==> config.mk <==
export PLATFORM = sky130hd
export DESIGN_NAME = ptc_cfg_regs_flat
export DESIGN_NICKNAME = d
export VERILOG_FILES = /design/src/rtl/ptc_pkg.sv /design/src/rtl/ptc_cfg_if.sv /design/src/rtl/ptc_cfg_regs.sv /design/src/flat_wrapper.sv
export SDC_FILE = /design/constraint.sdc
export NUM_CORES = 1
export LEC_CHECK = 0
export BUFFER_PORTS_ARGS = -buffer_cell sky130_fd_sc_hd__buf_2
export CORE_ASPECT_RATIO = 0.75
export CORE_MARGIN = 8
export CORE_UTILIZATION = 56
export CTS_BUF_LIST = sky130_fd_sc_hd__clkbuf_4 sky130_fd_sc_hd__clkbuf_8
export DETAILED_ROUTE_END_ITERATION = 10
export PLACE_DENSITY = 0.95
export SYNTH_ARGS = -nofsm -noshare
export SYNTH_HDL_FRONTEND = slang
export SYNTH_SLANG_ARGS = --single-unit
export TNS_END_PERCENT = 30
==> constraint.sdc <==
create_clock -name clk -period 1.6 [get_ports clk]
set_input_delay 0.16 -clock clk [delete_from_list [all_inputs] [get_ports clk]]
set_output_delay 0.16 -clock clk [all_outputs]
set_load 0.01 [all_outputs]
==> src/rtl/ptc_pkg.sv <==
package ptc_pkg;

	localparam int CFG_IDX_W = 3;
	localparam int QDEPTH    = 4;
	localparam int QPTR_W    = $clog2(QDEPTH);

	localparam int TEMP_REF    = 2000;
	localparam int TEMP_VLOW   = -1500;
	localparam int TEST_OFFSET = 100000;

	localparam logic signed [31:0] P_MAX = 32'sh7fff_ffff;
	localparam logic signed [31:0] P_MIN = 32'sh8000_0000;

	typedef enum logic [CFG_IDX_W-1:0] {
		CFG_C1 = 3'd0,
		CFG_C2 = 3'd1,
		CFG_C3 = 3'd2,
		CFG_C4 = 3'd3,
		CFG_C5 = 3'd4,
		CFG_C6 = 3'd5
	} cfg_idx_t;

	typedef struct packed {
		logic [15:0] c1;
		logic [15:0] c2;
		logic [15:0] c3;
		logic [15:0] c4;
		logic [15:0] c5;
		logic [15:0] c6;
	} cfg_t;

	// temperature branch of the second-order correction
	typedef enum logic [1:0] {
		CLS_HIGH,
		CLS_LOW,
		CLS_VLOW
	} cls_t;

	typedef struct packed {
		logic [23:0]        d1;
		logic               test;
		cls_t               cls;
		logic signed [18:0] temp;
		logic signed [18:0] tm20;
		logic signed [18:0] tp15;
		logic signed [35:0] off;
		logic signed [34:0] sens;
		logic [17:0]        ti;
	} front_item_t;

endpackage

==> src/rtl/ptc_cfg_if.sv <==
interface ptc_cfg_if;
	logic                           valid;
	logic                           ready;
	logic [ptc_pkg::CFG_IDX_W-1:0] index;
	logic [15:0]                    data;

	modport source (output valid, output index, output data, input ready);
	modport sink (input valid, input index, input data, output ready);
endinterface

==> src/rtl/ptc_cfg_regs.sv <==
module ptc_cfg_regs (
	input  logic          clk,
	input  logic          arst_n,
	ptc_cfg_if.sink       cfg,
	output ptc_pkg::cfg_t coef
);
	ptc_pkg::cfg_t coef_q;

	assign cfg.ready = 1'b1;
	assign coef      = coef_q;

	always_ff @(posedge clk or negedge arst_n) begin
		if (!arst_n) begin
			coef_q <= '0;
		end else if (cfg.valid) begin
			case (ptc_pkg::cfg_idx_t'(cfg.index))
				ptc_pkg::CFG_C1: coef_q.c1 <= cfg.data;
				ptc_pkg::CFG_C2: coef_q.c2 <= cfg.data;
				ptc_pkg::CFG_C3: coef_q.c3 <= cfg.data;
				ptc_pkg::CFG_C4: coef_q.c4 <= cfg.data;
				ptc_pkg::CFG_C5: coef_q.c5 <= cfg.data;
				ptc_pkg::CFG_C6: coef_q.c6 <= cfg.data;
				default: ;
			endcase
		end
	end
endmodule

==> src/flat_wrapper.sv <==
// flat-port wrapper written by rule: the top's interface ports become plain ports
module ptc_cfg_regs_flat 
  (clk, arst_n, coef, cfg_valid, cfg_index, cfg_data, cfg_ready);
  ptc_cfg_if cfg_i ();
  input  logic clk;
  input  logic arst_n;
  output ptc_pkg::cfg_t coef;
  input wire logic [$bits(cfg_i.valid)-1:0] cfg_valid;
  input wire logic [$bits(cfg_i.index)-1:0] cfg_index;
  input wire logic [$bits(cfg_i.data)-1:0] cfg_data;
  output wire logic [$bits(cfg_i.ready)-1:0] cfg_ready;
  assign cfg_i.valid = cfg_valid;
  assign cfg_i.index = cfg_index;
  assign cfg_i.data = cfg_data;
  assign cfg_ready = cfg_i.ready;
  ptc_cfg_regs u_core (.clk(clk), .arst_n(arst_n), .cfg(cfg_i), .coef(coef));
endmodule
==> Flow_metrics.wiki, run 1 <==
{| class="wikitable"
! Metric !! Value
|-
| Run status || completed
|-
| Final count of pins violating max slew || 0
|-
| Number of synthesized register bits || 96
|-
| Slew HR || 0.5645
|-
| Overall die width || 109.8 um
|-
| Share of Yosys cell area claimed by the top area cell type || 0.6504
|-
| Initial antenna violation count || 0
|-
| Mean routed wirelength per cell || 20.59 um
|-
| Critical path data required time || 1840 ps
|-
| Maximum frequency from static timing analysis || 835.6 MHz
|-
| Quantity of gates resized following cts || 0
|-
| Measured slew at the worst slew-check pin || 650.9 ps
|-
| Count of boundary I/O pins || 119
|-
| Wire length of the first global-routing pass || 13850 um
|-
| Reg2reg setup slack || 800 ps
|-
| Post-synth top area cell || dfrtp_1
|-
| Final HPWL DP || 6360 um
|-
| Routability cong. || 0.7622
|-
| Total setup violations reported at the end of the flow || 0
|-
| Remaining routing DRC violations || 0
|-
| Hold-fix buffers, CTS || 1
|-
| Number of flip-flops under the largest register name || 96
|-
| Buffers added on ports || 117
|-
| Largest net degree at the start of global routing || 51
|-
| Min-delay worst type || primary input to register
|-
| Library cells used by synthesis || 12
|-
| Total number of vias || 2248
|-
| Number of synthesis warnings || 0
|-
| Clock sinks || 96
|-
| Highest ir drop seen on vdd || 0.8920 mV
|-
| Post-route clock skew || 0 ps
|-
| Post-synthesis instance area || 3694 um2
|-
| Total power of the final layout || 6.218 mW
|-
| Final layout net count || 358
|-
| Worst setup EP type || register
|-
| Worst r2r path cells || 1
|-
| Number of buffers inserted during clock tree synthesis || 9
|-
| Worst reg2reg startpoint || u_core.coef[49]$_DFFE_PN0P_
|-
| End of the worst hold path || u_core.coef[3]$_DFFE_PN0P_
|-
| Critical path arrival || 1440 ps
|-
| Clk buf depth || 2
|-
| Fillers || 443
|-
| Class of the most critical setup path || primary input to register
|-
| Core Region || 6350 um2
|-
| Post-synthesis area per instance || 17.59 um2
|-
| Overall routing resource usage || 0.1928
|-
| Leakage power of the design || 2.210 nW
|-
| Detailed-router iteration count before antenna repair || 4
|-
| Hold-critical path depth || 2
|-
| Post-Syn Instances || 210
|-
| P&R area growth vs syn || 23.37%
|-
| Start point of the worst hold path || cfg_data[3]
|-
| Via count of the first global-routing pass || 2591
|-
| Vertical die dimension || 86.34 um
|-
| Clk root buf || clkbuf_8
|-
| Power per cell area || 1365 nW/um2
|-
| Clock transition time at the flip-flop clock pins of the worst setup and hold paths || 90 ps
|-
| Synth area leaders || dfrtp_1 (65%), mux2_2 (29%), buf_6 (2.1%)
|-
| Maximum fanout encountered on the critical timing path || 16
|-
| Die Footprint || 9477 um2
|-
| Post-detailed-routing wire length || 8689 um
|-
| Sequential cell area fraction in the yosys report || 0.6504
|-
| Clock Latency Late Sink || 350 ps
|-
| Count of antenna diodes in the layout || 0
|-
| Clock tree from TritonCTS || yes
|-
| Max H-tree Level || 3
|-
| Unrepaired setup endpoints after global routing || false
|-
| Violation count after the first detailed-routing iteration || 46
|-
| # rows || 25
|-
| Fraction of final layout cells with drive strength greater than 1 || 0.7097
|-
| Post-route clock period utilization || 0.7479
|-
| Startpoint Class || primary input
|-
| Total grt overflow || 0
|-
| Worst R2R End || u_core.coef[49]$_DFFE_PN0P_
|-
| Minimum period implied by the final worst setup slack || 1197 ps
|-
| Routed via count divided by cell count || 5.327
|-
| Effective utilization at floorplan || 0.5817
|-
| Count of antenna-violating nets left after detailed routing || 0
|-
| Synthesized Nets || 232
|-
| Total setup buffers inserted after CTS || 0
|-
| Final setup TNS || 0 ps
|-
| Max Cap Viol || 0
|-
| Hold violation count in the final report || 0
|}
[layout by cell type (no fill, tap or decap), drive strengths merged, types with 2 or more instances in the layout]
master and count:
and4bb 3, buf 125, clkbuf 10, clkinv 4, clkinvlp 2, dfrtp 96
mux2 96, nand4b 2
[how the worst max path moves through the flow]
| stage | endpoint | startpoint | slack (ps) | depth (start not counted) |
|---|---|---|---|---|
| after detailed placement | u_core.coef[36]$_DFFE_PN0P_ | cfg_index[2] | 20 | 3 |
| after CTS | u_core.coef[36]$_DFFE_PN0P_ | cfg_index[2] | 410 | 3 |
| final | u_core.coef[44]$_DFFE_PN0P_ | cfg_index[2] | 400 | 3 |
| after floorplan | u_core.coef[85]$_DFFE_PN0P_ | cfg_index[0] | 250 | 4 |
| after global routing | u_core.coef[38]$_DFFE_PN0P_ | cfg_index[2] | 350 | 3 |
| after global placement | u_core.coef[33]$_DFFE_PN0P_ | cfg_index[2] | 90 | 3 |
[cells by family (layout without fill, tap and decap cells)]
family	after synthesis	in the layout	synth area share
multiplexers	96	96	0.2937
flip-flops	96	96	0.6504
buffers and inverters	11	142	0.03015
AND/OR/NAND/NOR	6	6	0.02473
other	1	1	0.001015
[metrics by stage]
stage	utilization	std cells	hold slack, ps	cell area (um2)	setup WS [ps]
finish	0.7176	422	109.4	4557	403.3
global route	0.7176	422	94.66	4557	345.1
CTS	0.7176	422	80.51	4557	408.9
detailed placement	0.6881	405	99.23	4369	15.11
global placement	0.6881	405	95.45	4369	88.52
floorplan	-	210	-135.6	3694	252.3
[layer usage]
layer / global-route usage / part of all wire / vias to the layer above
met5: 0 / 0 / -
met4: 0.08313 / 0.023 / 0
met3: 0.05930 / 0.069 / 18
met2: 0.3399 / 0.53 / 73
met1: 0.2085 / 0.38 / 1160
li1: - / - / 997
[worst max-delay path: stages]
cell and delay, ps:
buf_2 140, nand4b_2 630, mux2_2 490
[report_power, final]
part	total [mW]	switching, mW	leakage, nW	internal [mW]
Clock	1.41	0.825	0.0859	0.587
Combinational	1.57	0.771	0.972	0.800
Sequential	3.23	0.277	1.15	2.96
Total	6.22	1.87	2.21	4.35
[synth_stat cells, drive strengths merged]
| cell type | instances |
|---|---|
| nand4b | 2 |
| and4bb | 3 |
| mux2 | 96 |
| buf | 11 |
| dfrtp | 96 |
| nor4b | 1 |
| conb | 1 |
[area by class of cell]
type	instances	area [um2]	share of cell area
Clock inverter	6	46.29	0.01016
Tap cell	81	101.3	0.02224
Sequential cell	96	2402	0.5272
Timing Repair Buffer	126	695.7	0.1527
Multi-Input combinational cell	103	1180	0.2589
Clock buffer	10	131.4	0.02883
(Power assumes the default switching activity.)
==> inputs of run 2 (changes only) <==
--- a/config.mk
+++ b/config.mk
@@ -8,10 +8,10 @@
 export BUFFER_PORTS_ARGS = -buffer_cell sky130_fd_sc_hd__buf_2
 export CORE_ASPECT_RATIO = 0.75
 export CORE_MARGIN = 8
-export CORE_UTILIZATION = 56
+export CORE_UTILIZATION = 47
 export CTS_BUF_LIST = sky130_fd_sc_hd__clkbuf_4 sky130_fd_sc_hd__clkbuf_8
 export DETAILED_ROUTE_END_ITERATION = 10
-export PLACE_DENSITY = 0.95
+export PLACE_DENSITY = 0.89
 export SYNTH_ARGS = -nofsm -noshare
 export SYNTH_HDL_FRONTEND = slang
 export SYNTH_SLANG_ARGS = --single-unit
==> constraint.sdc (replaced) <==
create_clock -name clk -period 1 [get_ports clk]
set_input_delay 0.1 -clock clk [delete_from_list [all_inputs] [get_ports clk]]
set_output_delay 0.1 -clock clk [all_outputs]
set_load 0.01 [all_outputs]
==> run 2 against run 1 <==
  * Flip-flop and latch count is the same
  * Non-clock buffer count increased by 18
  * First-iteration DRC count is 52% higher
  * Critical path depth shrank 2
  * Via count rose by 1.9%
  * Critical endpoint is now coef[59]
==> Flow_metrics.wiki, run 2 (same netlist as run 1, synthesis figures left out) <==
{| class="wikitable"
! Metric !! Value
|-
| Run status || completed
|-
| Maximum fanout encountered on the critical timing path || 2
|-
| Most common library cell in the layout ignoring fill and taps || buf_2
|-
| Clock sinks || 96
|-
| Largest net degree at the start of global routing || 55
|-
| Buffers added on ports || 117
|-
| Die Footprint || 10980 um2
|-
| Clock transition time at the flip-flop clock pins of the worst setup and hold paths || 90 ps
|-
| Final setup TNS || 0 ps
|-
| Routability cong. || 0.7186
|-
| Final cell area excluding filler cells || 4892 um2
|-
| Total grt overflow || 0
|-
| Count of antenna diodes in the layout || 0
|-
| Count of antenna-violating nets left after detailed routing || 0
|-
| Via count of the first global-routing pass || 2578
|-
| Largest delay share family, worst path || flip-flops
|-
| P&R area growth vs syn || 32.45%
|-
| Hold violation count in the final report || 0
|-
| Post-detailed-routing wire length || 8885 um
|-
| Initial antenna violation count || 0
|-
| Clock Latency Late Sink || 340 ps
|-
| Overall routing resource usage || 0.1616
|-
| Worst R2R End || u_core.coef[58]$_DFFE_PN0P_
|-
| Startpoint Class || register
|-
| Worst setup margin || 0.5195 ps
|-
| Post-route clock period utilization || 0.9995
|-
| Final layout net count || 376
|-
| Highest ir drop seen on vdd || 1.015 mV
|-
| Total power of the final layout || 10.45 mW
|-
| Maximum frequency from static timing analysis || 1001 MHz
|-
| Worst setup EP type || primary output
|-
| Total number of vias || 2291
|-
| Effective utilization at floorplan || 0.4771
|-
| Max Cap Viol || 0
|-
| Total setup violations reported at the end of the flow || 0
|-
| Delay of the slowest cell on the worst path || 410 ps
|-
| Final count of pins violating max slew || 0
|-
| # rows || 28
|-
| Worst r2r path cells || 2
|-
| Capturing element of the worst setup path || coef[59]
|-
| Leakage power of the design || 2.378 nW
|-
| Chain of cells forming the critical path || buf_2
|-
| Routed via count divided by cell count || 4.938
|-
| Post-layout utilization of the core || 0.6319
|-
| Clock tree from TritonCTS || yes
|-
| Unrepaired setup endpoints after global routing || true
|-
| Number of flip-flops under the largest register name || 96
|-
| Post-place setup slack || -305.6 ps
|-
| Core Region || 7742 um2
|-
| Wire length of the first global-routing pass || 13990 um
|-
| Critical path data required time || 900 ps
|-
| Detailed-router iteration count before antenna repair || 4
|-
| Reg2reg setup slack || 80 ps
|-
| Vertical die dimension || 92.77 um
|-
| Mean routed wirelength per cell || 19.15 um
|-
| Dpl cell area || 4496 um2
|-
| Critical path arrival || 900 ps
|-
| Min-delay worst type || primary input to register
|-
| Stages on worst setup path || 1
|-
| Slowest CP cell || dfrtp_1
|-
| Power per cell area || 2135 nW/um2
|-
| Post-placement cell count || 433
|-
| Count of boundary I/O pins || 119
|-
| Fraction of final layout cells with drive strength greater than 1 || 0.7242
|-
| Most frequent cells in the layout || buf_2 (100), dfrtp_1 (96), mux2_2 (84), buf_4 (22), buf_6 (16)
|-
| Post-route clock skew || 0 ps
|-
| Minimum period implied by the final worst setup slack || 999.5 ps
|-
| Clk buf depth || 2
|-
| Number of buffers inserted during clock tree synthesis || 9
|-
| Fillers || 585
|-
| Fin Hold WS || 44.27 ps
|-
| Overall die width || 118.4 um
|-
| Clk root buf || clkbuf_8
|-
| Violation count after the first detailed-routing iteration || 70
|-
| Filler-free cell count of the finished design || 464
|-
| Sequential cell area || 2402 um2
|-
| Total area of multi-input combinational cells || 1221 um2
|-
| Worst reg2reg startpoint || u_core.coef[58]$_DFFE_PN0P_
|-
| Final HPWL DP || 6351 um
|-
| Source of the critical timing path || u_core.coef[59]$_DFFE_PN0P_
|-
| Max H-tree Level || 3
|-
| Class of the most critical setup path || register to primary output
|-
| Remaining routing DRC violations || 0
|-
| CP bufs+invs || 1
|}
==> run 2: metal layers <==
metal | vias to the layer above | global-route usage | routed length (um)
met5 | - | 0 | 0
met4 | 0 | 0.04145 | 72
met3 | 8 | 0.06261 | 608
met2 | 70 | 0.2770 | 4460
met1 | 1176 | 0.1874 | 3743
li1 | 1037 | - | -
==> run 2: area by class of cell <==
cell class,instances,area share
clock inverter,6,0.008951
timing repair buffer,144,0.1954
tap,105,0.02685
sequential,96,0.4910
clock buffer,10,0.02813
multi-input combinational,103,0.2496
==> run 2: how the worst min path moves through the flow <==
| stage | slack (ps) | cells past startpoint | startpoint | end |
|---|---|---|---|---|
| CTS | 30 | 2 | cfg_data[3] | u_core.coef[35]$_DFFE_PN0P_ |
| global route | 30 | 2 | cfg_data[3] | u_core.coef[35]$_DFFE_PN0P_ |
| detailed placement | -50 | 1 | arst_n | u_core.coef[77]$_DFFE_PN0P_ |
| finish | 40 | 2 | cfg_data[3] | u_core.coef[35]$_DFFE_PN0P_ |
| global placement | -50 | 1 | arst_n | u_core.coef[61]$_DFFE_PN0P_ |
| floorplan | -200 | 0 | arst_n | u_core.coef[0]$_DFFE_PN0P_ |
==> run 2: power by group <==
part	internal, mW	switching [mW]
combinational	1.65	1.27
clock	0.982	1.33
sequential	4.73	0.477
==> run 2: worst reg2reg max path: stages (launching register included) <==
cell     delay [ps]
dfrtp_1         410
buf_4           140
mux2_2          250
==> run 2: timing repair <==
action                                  4_1_cts  5_1_grt
endpoints found under the setup margin       42       93
gates resized for setup                       2       15
hold buffers                                  1        0
cloned                                        0        0
endpoints found under the hold margin        96        0
buffers inserted                              5        9
