## config.mk

```make
export PLATFORM = sky130hd
export DESIGN_NAME = ptc_fifo
export DESIGN_NICKNAME = d
export VERILOG_FILES = /design/src/rtl/ptc_pkg.sv /design/src/rtl/ptc_fifo.sv
export SDC_FILE = /design/constraint.sdc
export NUM_CORES = 1
export LEC_CHECK = 0
export ABC_AREA = 1
export BUFFER_PORTS_ARGS = -buffer_cell sky130_fd_sc_hd__buf_2
export CORE_MARGIN = 2
export CORE_UTILIZATION = 35
export CTS_CLUSTER_SIZE = 10
export DETAILED_ROUTE_END_ITERATION = 8
export HOLD_SLACK_MARGIN = 0.08
export PLACE_DENSITY = 0.54
export SETUP_SLACK_MARGIN = 0.02
export SYNTH_ARGS = -nofsm -noshare
export SYNTH_HDL_FRONTEND = slang
export SYNTH_SLANG_ARGS = --single-unit
```

## constraint.sdc

```tcl
create_clock -name clk -period 10.75 [get_ports clk]
set_input_delay 0 -clock clk [delete_from_list [all_inputs] [get_ports clk]]
set_output_delay 0 -clock clk [all_outputs]
set_load 0.05 [all_outputs]
```

## src/rtl/ptc_pkg.sv

```systemverilog
package ptc_pkg;

	localparam int CFG_IDX_W = 3;
	localparam int QDEPTH    = 4;
	localparam int QPTR_W    = $clog2(QDEPTH);

	localparam int TEMP_REF    = 2000;
	localparam int TEMP_VLOW   = -1500;
	localparam int TEST_OFFSET = 100000;

	localparam logic signed [31:0] P_MAX = 32'sh7fff_ffff;
	localparam logic signed [31:0] P_MIN = 32'sh8000_0000;

	typedef enum logic [CFG_IDX_W-1:0] {
		CFG_C1 = 3'd0,
		CFG_C2 = 3'd1,
		CFG_C3 = 3'd2,
		CFG_C4 = 3'd3,
		CFG_C5 = 3'd4,
		CFG_C6 = 3'd5
	} cfg_idx_t;

	typedef struct packed {
		logic [15:0] c1;
		logic [15:0] c2;
		logic [15:0] c3;
		logic [15:0] c4;
		logic [15:0] c5;
		logic [15:0] c6;
	} cfg_t;

	// temperature branch of the second-order correction
	typedef enum logic [1:0] {
		CLS_HIGH,
		CLS_LOW,
		CLS_VLOW
	} cls_t;

	typedef struct packed {
		logic [23:0]        d1;
		logic               test;
		cls_t               cls;
		logic signed [18:0] temp;
		logic signed [18:0] tm20;
		logic signed [18:0] tp15;
		logic signed [35:0] off;
		logic signed [34:0] sens;
		logic [17:0]        ti;
	} front_item_t;

endpackage

```

## src/rtl/ptc_fifo.sv

```systemverilog
module ptc_fifo (
	input  logic                 clk,
	input  logic                 arst_n,
	input  ptc_pkg::front_item_t push_item,
	input  logic                 push_valid,
	output logic                 push_ready,
	output ptc_pkg::front_item_t pop_item,
	output logic                 pop_valid,
	input  logic                 pop_ready
);
	ptc_pkg::front_item_t          mem_q [ptc_pkg::QDEPTH];
	logic [ptc_pkg::QPTR_W-1:0]    wr_q, rd_q;
	logic [ptc_pkg::QPTR_W:0]      cnt_q;
	logic                          push, pop;

	assign push_ready = cnt_q != (ptc_pkg::QPTR_W+1)'(ptc_pkg::QDEPTH);
	assign pop_valid  = cnt_q != '0;
	assign push       = push_valid && push_ready;
	assign pop        = pop_valid && pop_ready;
	assign pop_item   = mem_q[rd_q];

	always_ff @(posedge clk or negedge arst_n) begin
		if (!arst_n) begin
			wr_q  <= '0;
			rd_q  <= '0;
			cnt_q <= '0;
		end else begin
			if (push) wr_q <= wr_q + 1'b1;
			if (pop)  rd_q <= rd_q + 1'b1;
			if (push && !pop) cnt_q <= cnt_q + 1'b1;
			else if (pop && !push) cnt_q <= cnt_q - 1'b1;
		end
	end

	always_ff @(posedge clk) begin
		if (push) mem_q[wr_q] <= push_item;
	end

	a_cnt_up: assert property (@(posedge clk) disable iff (!arst_n)
		(push && !pop) |=> cnt_q == $past(cnt_q) + 1'b1)
		else $error("queue count did not rise on push");
	a_cnt_dn: assert property (@(posedge clk) disable iff (!arst_n)
		(pop && !push) |=> cnt_q == $past(cnt_q) - 1'b1)
		else $error("queue count did not fall on pop");
	a_ptr: assert property (@(posedge clk) disable iff (!arst_n)
		(cnt_q == '0) |-> (wr_q == rd_q))
		else $error("empty queue with unequal pointers");
endmodule

```

==> out/qor.yml, run 1 <==
clock_network:
  clkLatencyLatePin_ns: 0.62
  cts_hold_buf: 183
  cts_max_level: 3
  cts_tree: "done"
  clk_path_buf_depth: 3
  cts.clk_slew.worst_paths_ns: 0.05
  root_buffer: "clkbuf_16"
  postCtsResizedCells: 0
  cts_setup_buffers: 0
  cts_buffers: 82
  cts_sinks: 699
detailed_routing:
  wl_per_cell_um: 16.9
  drtIter0Drc: 809
  drtPass1Iterations: 5
  wl_mm: 62.2
  antenna_left: 0
  drc: 0
  vias: 16979
  route.detailed.vias_per_inst: 4.62
status:
  outcome: "completed"
global_route:
  track_usage_pct: 14.9
  gr-total-overflow: 0
  grt_max_degree: 305
  grt_pass1_vias: 17008
  grt_pass1_wl_mm: 95.4
  antenna_found_initial: 7
critical_path:
  crit_path_start_kind: "flip-flop"
  crit_slowest_cell: "buf_4"
  critPathRequiredTime_ns: 10.75
  worstPathCellList: "inv_16 > buf_4 > nand2_1 > o211ai_1 > nand2_1 > buf_2"
  cp-end-kind: "primary output"
  cp_num_buf_inv: 3
  cp_top_family: "buffers and inverters"
  r2r_start: "cnt_q[0]"
  max_stage_delay_ns: 1.09
  startpoint: "rd_q[0]"
  critPathKind: "reg2out"
  crit_fanout: 304
  arrival_ns: 3.88
  crit_path_frequent_cell: "nand2_1"
timing:
  rsz0062_at_grt: "false"
  relSlewSlack_pct: 17.4
  fin_skew_ns: 0.0316
  finalHoldViolations: 0
  tightest_slew_ns: 1.24
  drv_slew: 0
  period_needed_ns: 3.88
  max_freq_mhz: 258
  finalSetupViolCount: 0
  final.setup.tns_ns: 0
  min_period_over_period_pct: 36.1
place:
  dp.cells: 3384
  numPortBuffers: 351
  post_dp_cell_area_mm2: 0.0304
  hpwl_mm: 35.3
  gp_congestion: 0.749
synth:
  synth_area_per_cell_um2: 13.5
  syn_nets: 2260
  yosys.cell_types.count: 18
  ys_ff_latch: 699
  synth_top_area_share_pct: 74.0
  syn_area_mm2: 0.0281
  netlist_instances: 2077
  async_flop_share_pct: 1.00
  yosysTopAreaCell: "edfxtp_1"
  synth.area.top_cells: "edfxtp_1 (74%), o211ai_1 (9.3%), nand2_1 (7.2%)"
  synthFlopType: "edfxtp_1"
  synth-edff-count: 692
  ys_seq_area_share_pct: 74.6
  yosysWarningCount: 0
final_layout:
  fin_util_pct: 43.6
  drive_gt1_share_pct: 17.9
  multiInputGateArea_mm2: 0.00479
  syn_to_final_growth_pct: 22.9
  fin_area_mm2: 0.0345
  nets: 2784
  seq_area_mm2: 0.0210
  final_cells: 3678
  fill_cells: 7191
die:
  die_height_um: 287
  die_area_mm2: 0.0825
  coreArea_mm2: 0.0793
  num_rows: 103
  dieWidth_um: 287
  ios: 352
  floorplan.initialDensity_pct: 35.4
power:
  powerDensity_mw_per_mm2: 310
  power.leakage_nw: 13.7
  ir_drop_uv: 202
min_path:
  hold_path.class: "in2reg"
  hp-start: "push_item[114]"
flow_run:
  maxCapViolCount: 0
[final cells by class]
| cell class | instances | area share, % |
|---|---|---|
| diodes | 4 | 0.0290 |
| multi-input cells | 902 | 13.9 |
| repair buffers | 554 | 10.9 |
| inverters | 362 | 4.00 |
| clock buffers | 93 | 6.06 |
| flip-flops and latches | 699 | 60.7 |
| clock inverters | 14 | 0.645 |
| well taps | 1050 | 3.81 |
[state kept, by name (all words and copies together), names as in the netlist]
signal,flops
rd_q,2
wr_q,2
mem_q,692
cnt_q,3
[where the power goes]
group	internal (W)	switching [W]
logic	0.000953	0.00359
registers	0.00359	0.000142
clock network	0.00141	0.00103
[synthesized netlist by cell type, types with 4 or more instances]
| library cell | count |
|---|---|
| buf_2 | 36 |
| buf_4 | 7 |
| buf_6 | 67 |
| clkbuf_1 | 4 |
| dfrtp_1 | 7 |
| edfxtp_1 | 692 |
| ha_1 | 5 |
| inv_1 | 360 |
| nand2_1 | 536 |
| nand3_1 | 7 |
| nor2_1 | 4 |
| o211ai_1 | 346 |
[final timing paths]
| path | slack [ns] | depth (start not counted) | endpoint |
|---|---|---|---|
| worst min register to register | 0.51 | 2 | cnt_q[2] |
| worst max-delay path | 6.87 | 6 | pop_item[62] |
| worst max register to register | 7.24 | 6 | mem_q[1][75] |
| max in group asynchronous | 10.05 | 3 | rd_q[1] |
| worst min-delay path | 0.13 | 2 | mem_q[2][114] |
| min in group asynchronous | 0.40 | 3 | wr_q[0] |
[per-stage QoR]
stage / power [W] / hold WS [ns] / setup WS, ns
5_1_grt: 0.0113 / 0.0925 / 6.61
4_1_cts: 0.0109 / 0.0815 / 7.02
2_1_floorplan: 0.00750 / -0.296 / 1.63
3_3_place_gp: 0.00829 / -0.150 / 7.17
6_report: 0.0107 / 0.130 / 6.87
3_5_place_dp: 0.00835 / -0.147 / 7.13
[cell families (layout without fill, tap and decap cells)]
| family | after synthesis | count (layout) | share of synthesized area (%) |
|---|---|---|---|
| fa+ha+maj | 6 | 6 | 0.294 |
| simple gates | 548 | 548 | 7.37 |
| buf+inv | 476 | 1023 | 8.42 |
| compound gates | 347 | 347 | 9.27 |
| xor+xnor | 1 | 1 | 0.0312 |
| flops | 699 | 699 | 74.6 |
| other cells | 0 | 4 | 0 |
[cell usage in the layout (no fill, tap or decap)]
master,instances
inv_6,2
inv_16,2
ha_1,5
nor2_4,4
clkinv_8,1
clkinv_2,1
inv_1,360
nand4_1,1
clkinv_1,4
buf_4,19
nand2_1,536
o21ai_0,1
diode_2,4
clkinvlp_4,1
buf_12,1
fa_1,1
buf_2,351
nand3_1,7
edfxtp_1,692
dfrtp_4,1
bufinv_16,1
dlygate4sd3_1,183
clkbuf_1,11
xnor2_1,1
clkinv_16,4
dfrtp_1,6
clkbuf_16,82
o211ai_1,346
[metal layers]
metal  global-route usage [%]  vias up  part of all wire (%)
li1                         -     8295                     -
met1                     18.7     8194                    43
met2                     25.6      389                    49
met3                     3.64       95                   5.8
met4                     4.26        6                   2.2
met5                        0        -                 0.055
No activity file was read; power rests on OpenSTA's default activity.
==> run 2, diff against run 1 <==
--- a/config.mk
+++ b/config.mk
@@ -12,7 +12,7 @@
 export CTS_CLUSTER_SIZE = 10
 export DETAILED_ROUTE_END_ITERATION = 8
 export HOLD_SLACK_MARGIN = 0.08
-export PLACE_DENSITY = 0.54
+export PLACE_DENSITY = 0.56
 export SETUP_SLACK_MARGIN = 0.02
 export SYNTH_ARGS = -nofsm -noshare
 export SYNTH_HDL_FRONTEND = slang
==> constraint.sdc (replaced) <==
create_clock -name clk -period 3.45 [get_ports clk]
set_input_delay 0 -clock clk [delete_from_list [all_inputs] [get_ports clk]]
set_output_delay 0 -clock clk [all_outputs]
set_load 0.05 [all_outputs]
==> out/qor.yml, run 2 (same netlist as run 1, synthesis figures left out) <==
final_layout:
  largest_register_ffs: 692
  seq_area_mm2: 0.0210
  multiInputGateArea_mm2: 0.00482
  nets: 2809
  syn_to_final_growth_pct: 24.6
  drive_gt1_share_pct: 18.3
  top_register: "mem_q"
  final_common_cell: "edfxtp_1"
  top_regs: "mem_q (692), cnt_q (3)"
  final_cells: 3707
  fill_cells: 7135
  final_cell_mix: "edfxtp_1 (692), nand2_1 (535), inv_1 (358)"
status:
  outcome: "completed"
timing:
  rsz0062_at_grt: "false"
  period_needed_ns: 2.82
  max_freq_mhz: 355
  layout_setup_ws_ns: 0.635
  fin_skew_ns: 0.0329
  relSlewSlack_pct: 43.6
  drv_slew: 0
  finalHoldViolations: 0
  finalSetupViolCount: 0
  tightest_slew_ns: 0.846
  min_period_over_period_pct: 81.6
clock_network:
  root_buffer: "clkbuf_16"
  postCtsResizedCells: 0
  clk_path_buf_depth: 3
  cts_sinks: 699
  clkLatencyLatePin_ns: 0.63
  cts_buffers: 82
  cts_setup_buffers: 0
  cts.clk_slew.worst_paths_ns: 0.06
  cts_max_level: 3
  cts_tree: "done"
  cts_hold_buf: 197
die:
  die_height_um: 287
  coreArea_mm2: 0.0793
  num_rows: 103
  die_area_mm2: 0.0825
  ios: 352
  floorplan.initialDensity_pct: 35.4
  dieWidth_um: 287
detailed_routing:
  wl_mm: 61.6
  drtPass1Iterations: 5
  antenna_left: 0
  drc: 0
  wl_per_cell_um: 16.6
  route.detailed.vias_per_inst: 4.59
  drtIter0Drc: 875
  vias: 17014
global_route:
  antenna_found_initial: 6
  track_usage_pct: 14.8
  gr-total-overflow: 0
  grt_pass1_vias: 17378
  grt_max_degree: 214
  grt_pass1_wl_mm: 95.2
critical_path:
  cp_num_buf_inv: 3
  arrival_ns: 2.82
  crit_path_start_kind: "flip-flop"
  critPathKind: "reg2out"
  critPathRequiredTime_ns: 3.45
  worstPathCellList: "inv_6 > buf_4 > o211ai_1 > nand2_1 > buf_2"
  cp_top_family: "buffers and inverters"
  crit_fanout: 62
  crit_slowest_cell: "dfrtp_4"
  cp-end-kind: "primary output"
  max_stage_delay_ns: 0.70
power:
  p_seq_share_pct: 34.4
  power.leakage_nw: 13.9
  ir_drop_uv: 941
  power_frac_comb_pct: 42.8
  internal_power_w: 0.0188
  clkPwrFrac_pct: 22.7
  p_sw_w: 0.0149
  powerDensity_mw_per_mm2: 963
  p_sw_share_pct: 44.2
min_path:
  hold_path.class: "in2reg"
place:
  dp.cells: 3395
  gp_congestion: 0.753
  hpwl_mm: 35.0
  dp_slack_ns: 1.23
  numPortBuffers: 351
flow_run:
  maxCapViolCount: 0
-- run 2: metal layers --
metal / wire (µm) / track usage [%] / up-vias / part of all wire [%]
li1: - / - / 8354 / -
met1: 25900 / 18.0 / 8213 / 42
met2: 31100 / 26.0 / 339 / 50
met3: 3270 / 3.75 / 102 / 5.3
met4: 1360 / 4.18 / 6 / 2.2
met5: 42 / 0 / - / 0.068
-- run 2: cell type report --
cell class,instances,share of cell area [%]
Antenna cell,3,0.0215
Clock buffer,98,6.10
Clock inverter,14,0.619
Inverter,362,3.95
Multi-Input combinational cell,902,13.8
Sequential cell,699,59.9
Tap cell,1050,3.76
Timing Repair Buffer,579,11.9
-- run 2: power by group through the flow --
stage               Clock (W)  Sequential (W)  Combinational [W]
floorplan                   0          0.0117             0.0113
global placement            0          0.0117             0.0143
detailed placement          0          0.0118             0.0145
CTS                   0.00791          0.0116             0.0147
global route          0.00823          0.0117             0.0155
finish                0.00766          0.0116             0.0144
-- run 2: per-stage QoR --
stage	cell area [µm²]	util [%]	hold WS, ns	total power [W]	setup TNS, ns
4_1_cts	35000	44.1	0.0812	0.0342	0
3_3_place_gp	30700	38.7	-0.147	0.0261	0
3_5_place_dp	30700	38.7	-0.141	0.0262	0
6_report	35000	44.1	0.138	0.0337	0
2_1_floorplan	28100	-	-0.296	0.0231	-204.99
5_1_grt	35000	44.1	0.0915	0.0355	0
-- run 2: path summary, 6_finish.rpt --
| kind | from | end | slack, ns | depth (start not counted) |
|---|---|---|---|---|
| min in group asynchronous | arst_n | wr_q[0] | 0.40 | 3 |
| worst min-delay path | push_item[39] | mem_q[1][39] | 0.14 | 2 |
| max in group asynchronous | arst_n | rd_q[1] | 2.75 | 3 |
| worst max-delay path | rd_q[1] | pop_item[113] | 0.63 | 5 |
| worst max register to register | wr_q[0] | mem_q[0][76] | 1.41 | 5 |
| worst min register to register | wr_q[1] | wr_q[1] | 0.53 | 2 |
-- run 2: worst reg2reg max path: stages, from the launching register on --
cell,delay (ns)
dfrtp_1,0.41
inv_1,0.12
ha_1,0.16
inv_1,0.06
nor2_4,0.38
buf_12,0.40
==> run 3, diff against run 2 <==
--- a/config.mk
+++ b/config.mk
@@ -12,7 +12,7 @@
 export CTS_CLUSTER_SIZE = 10
 export DETAILED_ROUTE_END_ITERATION = 8
 export HOLD_SLACK_MARGIN = 0.08
-export PLACE_DENSITY = 0.56
+export PLACE_DENSITY = 0.54
 export SETUP_SLACK_MARGIN = 0.02
 export SYNTH_ARGS = -nofsm -noshare
 export SYNTH_HDL_FRONTEND = slang
==> constraint.sdc (replaced) <==
create_clock -name clk -period 2.7 [get_ports clk]
set_input_delay 0 -clock clk [delete_from_list [all_inputs] [get_ports clk]]
set_output_delay 0 -clock clk [all_outputs]
set_load 0.05 [all_outputs]
==> out/qor.yml, run 3 (same netlist as run 1, synthesis figures left out) <==
timing:
  finalHoldViolations: 0
  fin_skew_ns: 0.0240
  rsz0062_at_grt: "false"
  min_period_over_period_pct: 92.7
  max_freq_mhz: 400
  tightest_slew_ns: 0.699
  final.setup.tns_ns: 0
  period_needed_ns: 2.50
  relSlewSlack_pct: 53.4
  drv_slew: 0
  finalSetupViolCount: 0
final_layout:
  multiInputGateArea_mm2: 0.00482
  largest_register_ffs: 692
  seq_area_mm2: 0.0210
  final_cells: 3695
  fill_cells: 7101
  drive_gt1_share_pct: 18.5
  final_common_cell: "edfxtp_1"
  top_register: "mem_q"
  nets: 2799
  syn_to_final_growth_pct: 24.6
  final_cell_mix: "edfxtp_1 (692), nand2_1 (535), inv_1 (358)"
  top_regs: "mem_q (692), cnt_q (3)"
min_path:
  hold_path.class: "in2reg"
global_route:
  gr-total-overflow: 0
  grt_pass1_wl_mm: 94.5
  track_usage_pct: 14.8
  grt_pass1_vias: 17284
  antenna_found_initial: 4
  grt_max_degree: 167
die:
  die_height_um: 287
  ios: 352
  dieWidth_um: 287
  coreArea_mm2: 0.0793
  floorplan.initialDensity_pct: 35.4
  die_area_mm2: 0.0825
  num_rows: 103
detailed_routing:
  drtPass1Iterations: 4
  wl_per_cell_um: 16.9
  drc: 0
  wl_mm: 62.5
  drtIter0Drc: 863
  vias: 17002
  antenna_left: 0
  route.detailed.vias_per_inst: 4.60
clock_network:
  root_buffer: "clkbuf_16"
  clkLatencyLatePin_ns: 0.62
  cts_sinks: 699
  cts_setup_buffers: 0
  cts_buffers: 82
  cts_tree: "done"
  clk_path_buf_depth: 3
  cts_max_level: 3
  cts.clk_slew.worst_paths_ns: 0.05
place:
  dp.cells: 3397
  hpwl_mm: 35.4
  numPortBuffers: 351
  gp_congestion: 0.737
critical_path:
  crit_fanout: 83
  critPathRequiredTime_ns: 2.70
  crit_slowest_cell: "dfrtp_2"
  cp-end-kind: "primary output"
  crit_path_start_kind: "flip-flop"
  max_stage_delay_ns: 0.61
  reg2reg_slack_ns: 0.77
  crit_path_frequent_cell: "nand2_1"
  critPathKind: "reg2out"
  arrival_ns: 2.50
  worstPathCellList: "clkinv_16 > buf_12 > nand2_1 > o211ai_1 > nand2_1 > buf_2"
power:
  powerDensity_mw_per_mm2: 1240
  ir_drop_uv: 968
  power.leakage_nw: 13.9
flow_run:
  maxCapViolCount: 0
status:
  outcome: "completed"
## run 3: cell count changes in the layout (fill, tap and decap cells not counted), sizes merged
cell and delta:
diode +1, inv +2, dlygate4sd3 -13, buf +2, bufinv +1, clkinv -5
## run 3: what timing repair did
action / CTS / global route
gates resized for setup: 0 / 2
endpoints found under the setup margin: 0 / 6
endpoints found under the hold margin: 706 / 0
hold buffers: 184 / 0
## run 3: cell type report
cell class	instances	share of cell area, %
clock buffers	98	6.06
diodes	4	0.0286
repair inverters	1	0.0322
clock inverters	11	0.576
flip-flops and latches	699	59.9
multi-input cells	902	13.8
well taps	1050	3.75
repair buffers	568	11.9
inverters	362	3.97
## run 3: power by group
group	switching [W]	internal (W)	leakage, nW
logic	0.0146	0.00431	6.35
clock network	0.00402	0.00572	1.12
registers	0.000489	0.0143	6.42
total	0.0191	0.0243	13.9
## run 3: layer usage
| metal | track usage (%) | routed length (µm) |
|---|---|---|
| met1 | 17.6 | 26300 |
| met2 | 25.9 | 31100 |
| met3 | 3.62 | 3420 |
| met4 | 5.18 | 1680 |
| met5 | 0 | 11 |
## run 3: path summary, 6_finish.rpt
kind                       depth (start not counted)            from             to
setup / recovery                                   6         rd_q[0]   pop_item[74]
hold / removal                                     2  push_item[139]  mem_q[0][139]
setup reg to reg                                  10        cnt_q[2]       cnt_q[2]
hold reg to reg                                    2         wr_q[0]        wr_q[0]
max in group asynchronous                          3          arst_n        rd_q[1]
min in group asynchronous                          3          arst_n       cnt_q[2]
## run 3: worst max-delay path: cells and delay by family, from the launching register on
family                 cells  cell delay, ns
DFF                        1            0.61
and+or+nand+nor            2            0.20
buffers and inverters      3            0.89
AOI/OAI and AO/OA          1            0.07
## run 3: metrics by stage
| step | setup WS [ns] | hold slack (ns) | total power, W | util [%] | area, µm² |
|---|---|---|---|---|---|
| 3_5_place_dp | 0.785 | -0.153 | 0.0339 | 38.9 | 30800 |
| 3_3_place_gp | 0.816 | -0.154 | 0.0336 | 38.9 | 30800 |
| 5_1_grt | 0.0377 | 0.104 | 0.0457 | 44.1 | 35000 |
| 6_report | 0.198 | 0.134 | 0.0434 | 44.1 | 35000 |
| 2_1_floorplan | -1.06 | -0.296 | 0.0295 | - | 28100 |
| 4_1_cts | 0.109 | 0.0802 | 0.0440 | 44.1 | 35000 |
